<file path="config.mk">
export PLATFORM = sky130hd
export DESIGN_NAME = record_exchange_sort_by_key_core
export DESIGN_NICKNAME = d
export VERILOG_FILES = /design/src/hw/rtl/resk_pkg.sv /design/src/hw/rtl/resk_sorter.sv /design/src/hw/rtl/record_exchange_sort_by_key_core.sv
export SDC_FILE = /design/constraint.sdc
export NUM_CORES = 1
export LEC_CHECK = 0
export ABC_AREA = 1
export BUFFER_PORTS_ARGS = -buffer_cell sky130_fd_sc_hd__buf_2
export CORE_UTILIZATION = 62
export DETAILED_ROUTE_END_ITERATION = 8
export HOLD_SLACK_MARGIN = 0.08
export PLACE_DENSITY = 0.82
export SLEW_MARGIN = 40
export SYNTH_ARGS = -nofsm -noshare
export SYNTH_HDL_FRONTEND = slang
export SYNTH_SLANG_ARGS = --single-unit
</file>
<file path="constraint.sdc">
create_clock -name clk -period 3.9 [get_ports clk]
set_clock_uncertainty 0.15 [all_clocks]
set_input_delay 0.975 -clock clk [delete_from_list [all_inputs] [get_ports clk]]
set_output_delay 0.975 -clock clk [all_outputs]
set_load 0.005 [all_outputs]
</file>
<file path="src/hw/rtl/resk_pkg.sv">
package resk_pkg;

	localparam int KEY_W = 8;
	localparam int TAG_W = 16;

	// one stored record: key and the tag that travels with it
	typedef struct packed {
		logic [KEY_W-1:0] key;
		logic [TAG_W-1:0] tag;
	} rec_t;

	// one sorted result handed from the sorter to the output register
	typedef struct packed {
		rec_t rec;
		logic last;
		logic ovf;
	} emit_t;

endpackage

</file>
<file path="src/hw/rtl/resk_sorter.sv">
module resk_sorter #(
	parameter int MAX_RECORDS = 16
) (
	input  logic                        clk,
	input  logic                        arst_n,
	input  logic                        in_valid,
	output logic                        in_ready,
	input  logic [resk_pkg::KEY_W-1:0]  sort_key,
	input  logic [resk_pkg::TAG_W-1:0]  record_tag,
	input  logic                        last_in,
	output logic                        emit_valid,
	input  logic                        emit_ready,
	output resk_pkg::emit_t             emit
);
	import resk_pkg::*;

	localparam int AW = (MAX_RECORDS > 1) ? $clog2(MAX_RECORDS) : 1;
	localparam int CW = $clog2(MAX_RECORDS + 1);
	localparam logic [CW-1:0] CNT_MAX = CW'(MAX_RECORDS);

	typedef enum logic [4:0] {
		S_LOAD  = 5'b00001,
		S_FETCH = 5'b00010,
		S_HEAD  = 5'b00100,
		S_SCAN  = 5'b01000,
		S_EMIT  = 5'b10000
	} state_t;

	state_t          state_q;
	logic [CW-1:0]   cnt_q;
	logic            ovf_q;
	logic [CW-1:0]   a_q;
	logic [CW-1:0]   b_q;
	rec_t            cur_q;

	rec_t            mem [MAX_RECORDS];
	rec_t            rd_data;
	logic [AW-1:0]   rd_addr;
	logic            we;
	logic [AW-1:0]   waddr;
	rec_t            wdata;

	logic            in_fire;
	logic            emit_fire;
	logic            room;
	logic            swap;
	logic            final_rec;
	logic [CW-1:0]   a_nxt;
	logic [CW-1:0]   b_nxt;

	// handshake and compare
	assign in_ready   = (state_q == S_LOAD);
	assign in_fire    = in_valid & in_ready;
	assign emit_valid = (state_q == S_EMIT);
	assign emit_fire  = emit_valid & emit_ready;
	assign room       = (cnt_q < CNT_MAX);
	assign a_nxt      = a_q + CW'(1);
	assign b_nxt      = b_q + CW'(1);
	assign swap       = (rd_data.key < cur_q.key);
	assign final_rec  = (a_nxt == cnt_q);

	// held record is final for position a once its scan is done
	assign emit.rec  = cur_q;
	assign emit.last = final_rec;
	assign emit.ovf  = ovf_q;

	// memory write port: loads in load phase, displaced record in scan phase
	always_comb begin
		we    = 1'b0;
		waddr = cnt_q[AW-1:0];
		wdata = '{key: sort_key, tag: record_tag};
		case (state_q)
			S_LOAD: begin
				we = in_fire & room;
			end
			S_SCAN: begin
				we    = swap;
				waddr = b_q[AW-1:0];
				wdata = cur_q;
			end
			default: begin
				we = 1'b0;
			end
		endcase
	end

	// memory read address, issued in the cycle before its data is used
	always_comb begin
		case (state_q)
			S_FETCH: rd_addr = a_q[AW-1:0];
			S_HEAD:  rd_addr = a_nxt[AW-1:0];
			S_SCAN:  rd_addr = b_nxt[AW-1:0];
			S_EMIT:  rd_addr = a_nxt[AW-1:0];
			default: rd_addr = a_q[AW-1:0];
		endcase
	end

	// record memory, registered read
	always_ff @(posedge clk) begin
		if (we) begin
			mem[waddr] <= wdata;
		end
		rd_data <= mem[rd_addr];
	end

	// sequencer: load, then per position fetch, scan later entries, emit
	always_ff @(posedge clk or negedge arst_n) begin
		if (!arst_n) begin
			state_q <= S_LOAD;
			cnt_q   <= '0;
			ovf_q   <= 1'b0;
			a_q     <= '0;
			b_q     <= '0;
		end else begin
			case (state_q)
				S_LOAD: begin
					if (in_fire) begin
						if (room) begin
							cnt_q <= cnt_q + CW'(1);
						end
						ovf_q <= ovf_q | ~room;
						if (last_in) begin
							a_q     <= '0;
							state_q <= S_FETCH;
						end
					end
				end
				S_FETCH: begin
					state_q <= S_HEAD;
				end
				S_HEAD: begin
					b_q <= a_nxt;
					if (a_nxt < cnt_q) begin
						state_q <= S_SCAN;
					end else begin
						state_q <= S_EMIT;
					end
				end
				S_SCAN: begin
					b_q <= b_nxt;
					if (b_nxt == cnt_q) begin
						state_q <= S_EMIT;
					end
				end
				S_EMIT: begin
					if (emit_fire) begin
						if (final_rec) begin
							cnt_q   <= '0;
							ovf_q   <= 1'b0;
							a_q     <= '0;
							state_q <= S_LOAD;
						end else begin
							a_q     <= a_nxt;
							state_q <= S_HEAD;
						end
					end
				end
				default: begin
					state_q <= S_LOAD;
				end
			endcase
		end
	end

	// held record: head of the scan, swapped with any smaller key
	always_ff @(posedge clk) begin
		if (state_q == S_HEAD) begin
			cur_q <= rd_data;
		end else if (state_q == S_SCAN && swap) begin
			cur_q <= rd_data;
		end
	end

`ifndef SYNTH
	a_cnt_bound: assert property (@(posedge clk) disable iff (!arst_n)
		cnt_q <= CNT_MAX)
		else $error("record count beyond capacity");

	a_pos_in_set: assert property (@(posedge clk) disable iff (!arst_n)
		(state_q != S_LOAD) |-> (a_q < cnt_q))
		else $error("sort position outside the stored set");

	a_scan_range: assert property (@(posedge clk) disable iff (!arst_n)
		(state_q == S_SCAN) |-> (b_q > a_q && b_q < cnt_q))
		else $error("scan index outside the later positions");

	a_no_rw_clash: assert property (@(posedge clk) disable iff (!arst_n)
		(state_q == S_SCAN && we) |-> (waddr != rd_addr))
		else $error("write and read of the same entry in one cycle");

	a_run_close: assert property (@(posedge clk) disable iff (!arst_n)
		(emit_fire && final_rec) |=> (state_q == S_LOAD && cnt_q == '0 && !ovf_q))
		else $error("set not closed after its final result");
`endif

endmodule

</file>
<file path="src/hw/rtl/record_exchange_sort_by_key_core.sv">
// channel | direction | handshake            | payload
// --------+-----------+----------------------+------------------------------------------
// in      | into core | in_valid / in_ready   | sort_key, record_tag, last_in
// out     | from core | out_valid / out_ready | sorted_key, sorted_tag, last_out, overflowed
//
// in_ready is low from the last record of a set until its final result has gone into the
// output register.
// a sort then does one compare per cycle, bounded by the single read port of the record
// memory, plus a head and an emit step per sorted position and a fetch step to start.
// arst_n clears the sequencer, the record count, the overflow flag and the output valid.
// a stall on out holds the sequencer in its emit step; the output register frees the
// sorter while one result waits.
module record_exchange_sort_by_key_core #(
	parameter int MAX_RECORDS = 16
) (
	input  logic                        clk,
	input  logic                        arst_n,
	input  logic                        in_valid,
	output logic                        in_ready,
	input  logic [resk_pkg::KEY_W-1:0]  sort_key,
	input  logic [resk_pkg::TAG_W-1:0]  record_tag,
	input  logic                        last_in,
	output logic                        out_valid,
	input  logic                        out_ready,
	output logic [resk_pkg::KEY_W-1:0]  sorted_key,
	output logic [resk_pkg::TAG_W-1:0]  sorted_tag,
	output logic                        last_out,
	output logic                        overflowed
);
	import resk_pkg::*;

	logic   emit_valid;
	logic   emit_ready;
	emit_t  emit;
	logic   out_valid_q;
	emit_t  out_q;

	resk_sorter #(
		.MAX_RECORDS(MAX_RECORDS)
	) u_sorter (
		.clk        (clk),
		.arst_n     (arst_n),
		.in_valid   (in_valid),
		.in_ready   (in_ready),
		.sort_key   (sort_key),
		.record_tag (record_tag),
		.last_in    (last_in),
		.emit_valid (emit_valid),
		.emit_ready (emit_ready),
		.emit       (emit)
	);

	// output register takes a new transaction when empty or being drained
	assign emit_ready = ~out_valid_q | out_ready;

	always_ff @(posedge clk or negedge arst_n) begin
		if (!arst_n) begin
			out_valid_q <= 1'b0;
		end else if (emit_valid && emit_ready) begin
			out_valid_q <= 1'b1;
		end else if (out_ready) begin
			out_valid_q <= 1'b0;
		end
	end

	always_ff @(posedge clk) begin
		if (emit_valid && emit_ready) begin
			out_q <= emit;
		end
	end

	// result ports
	assign out_valid  = out_valid_q;
	assign sorted_key = out_q.rec.key;
	assign sorted_tag = out_q.rec.tag;
	assign last_out   = out_q.last;
	assign overflowed = out_q.ovf;

endmodule
</file>
==> results.cfg <==
[synthesis]
synth_cell_types = 35
avgSynthCellArea_um2 = 10.9
yosysTopAreaCellShare_pct = 63.3
postSynthCellCount = 1895
synth.area.top_cells = edfxtp_1 (63%), nand3_1 (10%), nand2_1 (8.3%)
synth_edf_count = 434
synth.net_count = 1939
synth_ff_type = edfxtp_1
synth_commonest_cells = nand2_1 (453), edfxtp_1 (434), nand3_1 (428), inv_1 (239), buf_2 (73)
ys_warn_count = 0
synth-seq-area-share_pct = 68.3
synth_area_leader_cell = edfxtp_1
ys_ff_latch = 480
yosysMostFrequentCell = nand2_1
async_reset_ff_share_pct = 4.58
synth_area_um2 = 20600

[layout]
stdcell_count = 2434
n_antenna_cell = 0
final_nets = 1998
layout-drive-gt1-share_pct = 11.5
area_growth_pct = 12.6

[timing]
rsz0062_at_grt = false
tightest_slew_ns = 0.793
max_freq_mhz = 315
report.final.slew_viol_count = 0
max_slew_margin_pct = 47.1
min_period_ns = 3.17
setup_viol = 0
finalSetupTns_ns = 0
fin_crit_sh_pct = 81.3
hold_viol_final = 0

[routing]
dr.pass1.iters = 9
ant_nets = 0
viasPerCell = 6.02
drc = 0
drtIter0Drc = 2020
detail_route.wirelength_um = 50400
wl_per_cell_um = 20.7
vias = 14655

[worst_setup_path]
worstSetupStartpointType = register
arrival_ns = 3.27
cp-end-kind = register
path_class = register to register
worst_ep_required_time_ns = 4.00
worstPathMaxFanout = 18

[power]
power_uw = 14500
p_leak_uw = 0.00944
p_per_area_nw_per_um2 = 625
ir_drop_v = 0.000373

[die]
die_h_um = 184
start_util_pct = 63.1
core_area_um2 = 32600
io_pins = 57
die_area_um2 = 33900
row_count = 66
die_w_um = 184

[clock_network]
post_cts_buffers = 0
cts_resized = 0
cts_tree = built
h-tree-depth = 2
clk_path_buf_depth = 3
numCtsBuffers = 46
clock_latency_ns = 0.55
cts_root_buffer = clkbuf_16
clock-sinks = 480
clk_pin_slew_ns = 0.06
hold_buffers = 0

[place]
port_buffers = 56
place.detailed.hpwl_um = 27900
place_congestion = 0.897
placedCellCount = 2346

[flow_run]
cap_violations = 0

[grt]
grt_pass1_vias = 14446
track_usage_pct = 30.3
antenna_found_initial = 0
grt_max_degree = 193
grt_overflow_total = 0
grt_pass1_wl_um = 77400

[hold_path]
hold_class = primary input to async pin

[outcome]
status = finished, final reports clean
-- final cells by class --
cell class	instances	area [um2]
clock inverter	24	265
timing repair buffer	115	901
sequential	480	14100
clock buffer	62	1270
fill	2105	9450
inverter	246	923
multi-input combinational	1065	5190
tap	442	553
-- routing by layer --
layer,vias up,wire [um],global-route usage (%)
li1,6522,-,-
met1,6943,18800,39.4
met2,1007,23900,49.9
met3,183,5450,5.28
met4,0,2130,14.4
met5,-,0,0
-- metrics by stage --
stage	hold WS [ns]	area [um2]	worst slack, ns	util [%]
detailed placement	0.239	21600	0.813	66.2
global placement	0.237	21600	0.902	66.2
global route	0.260	23200	0.516	71.0
finish	0.244	23200	0.730	71.0
CTS	0.254	23100	0.791	70.9
floorplan	0.236	20600	0.812	-
-- logic make-up after synthesis --
group,share of synthesized area (%)
simple gates,21.8
flops,68.3
buf+inv,7.01
compound gates,1.43
fa+ha+maj,0.912
xor+xnor,0.468
-- layout by cell type, fill, tap and decap left out, types with 8 or more instances in the layout --
cell type,netlist,final
dfrtp_1,21,21
nand3b_1,48,48
inv_1,239,239
buf_2,73,56
buf_4,10,45
clkinv_2,0,8
o21ai_0,21,21
xor2_1,9,9
clkbuf_16,0,46
dfxtp_1,24,24
clkbuf_1,16,10
nand2_1,453,453
nor2_2,5,15
buf_12,0,12
nor2_1,42,25
ha_1,15,15
nand3_1,428,427
edfxtp_1,434,434
-- power by group --
group / switching, uW / internal, uW / leakage (uW)
logic: 2570 / 1110 / 0.00430
registers: 173 / 6130 / 0.00439
clock network: 1870 / 2630 / 0.000748
-- final timing paths --
path                       slack [ns]                               to                       startpoint  depth (start not counted)
max                              0.73     u_sorter.mem[4][1]$_DFFE_PP_  u_sorter.state_q[1]$_DFFE_PN0P_                          8
min                              0.24      u_sorter.a_q[3]$_DFFE_PN0P_                           arst_n                          1
max reg2reg                      0.73     u_sorter.mem[4][1]$_DFFE_PP_  u_sorter.state_q[1]$_DFFE_PN0P_                          8
min reg2reg                      0.25      u_sorter.emit[13]$_DFFE_PP_     u_sorter.rd_data[11]$_DFF_P_                          0
max in group asynchronous        3.00  u_sorter.state_q[0]$_DFFE_PN1P_                           arst_n                          1
min in group clk                 0.25      u_sorter.emit[13]$_DFFE_PP_     u_sorter.rd_data[11]$_DFF_P_                          0
-- critical path: stages (launching register included) --
cell	delay, ns
dfrtp_1	0.41
nor2_2	0.24
nand3_2	0.31
o21ai_0	0.46
inv_1	0.12
nor2_1	0.12
nand2_1	0.25
nor2_2	0.54
buf_12	0.26
-- sequential cells by signal, indices dropped and copies added (netlist names) --
register	flops
sorted_tag	16
overflowed	1
sorted_key	8
u_sorter.cnt_q	5
out_valid	1
u_sorter.rd_data	24
u_sorter.ovf_q	1
last_out	1
u_sorter.a_q	5
u_sorter.state_q	5
u_sorter.b_q	5
u_sorter.mem	384
u_sorter.emit	24
(Power assumes the default switching activity.)
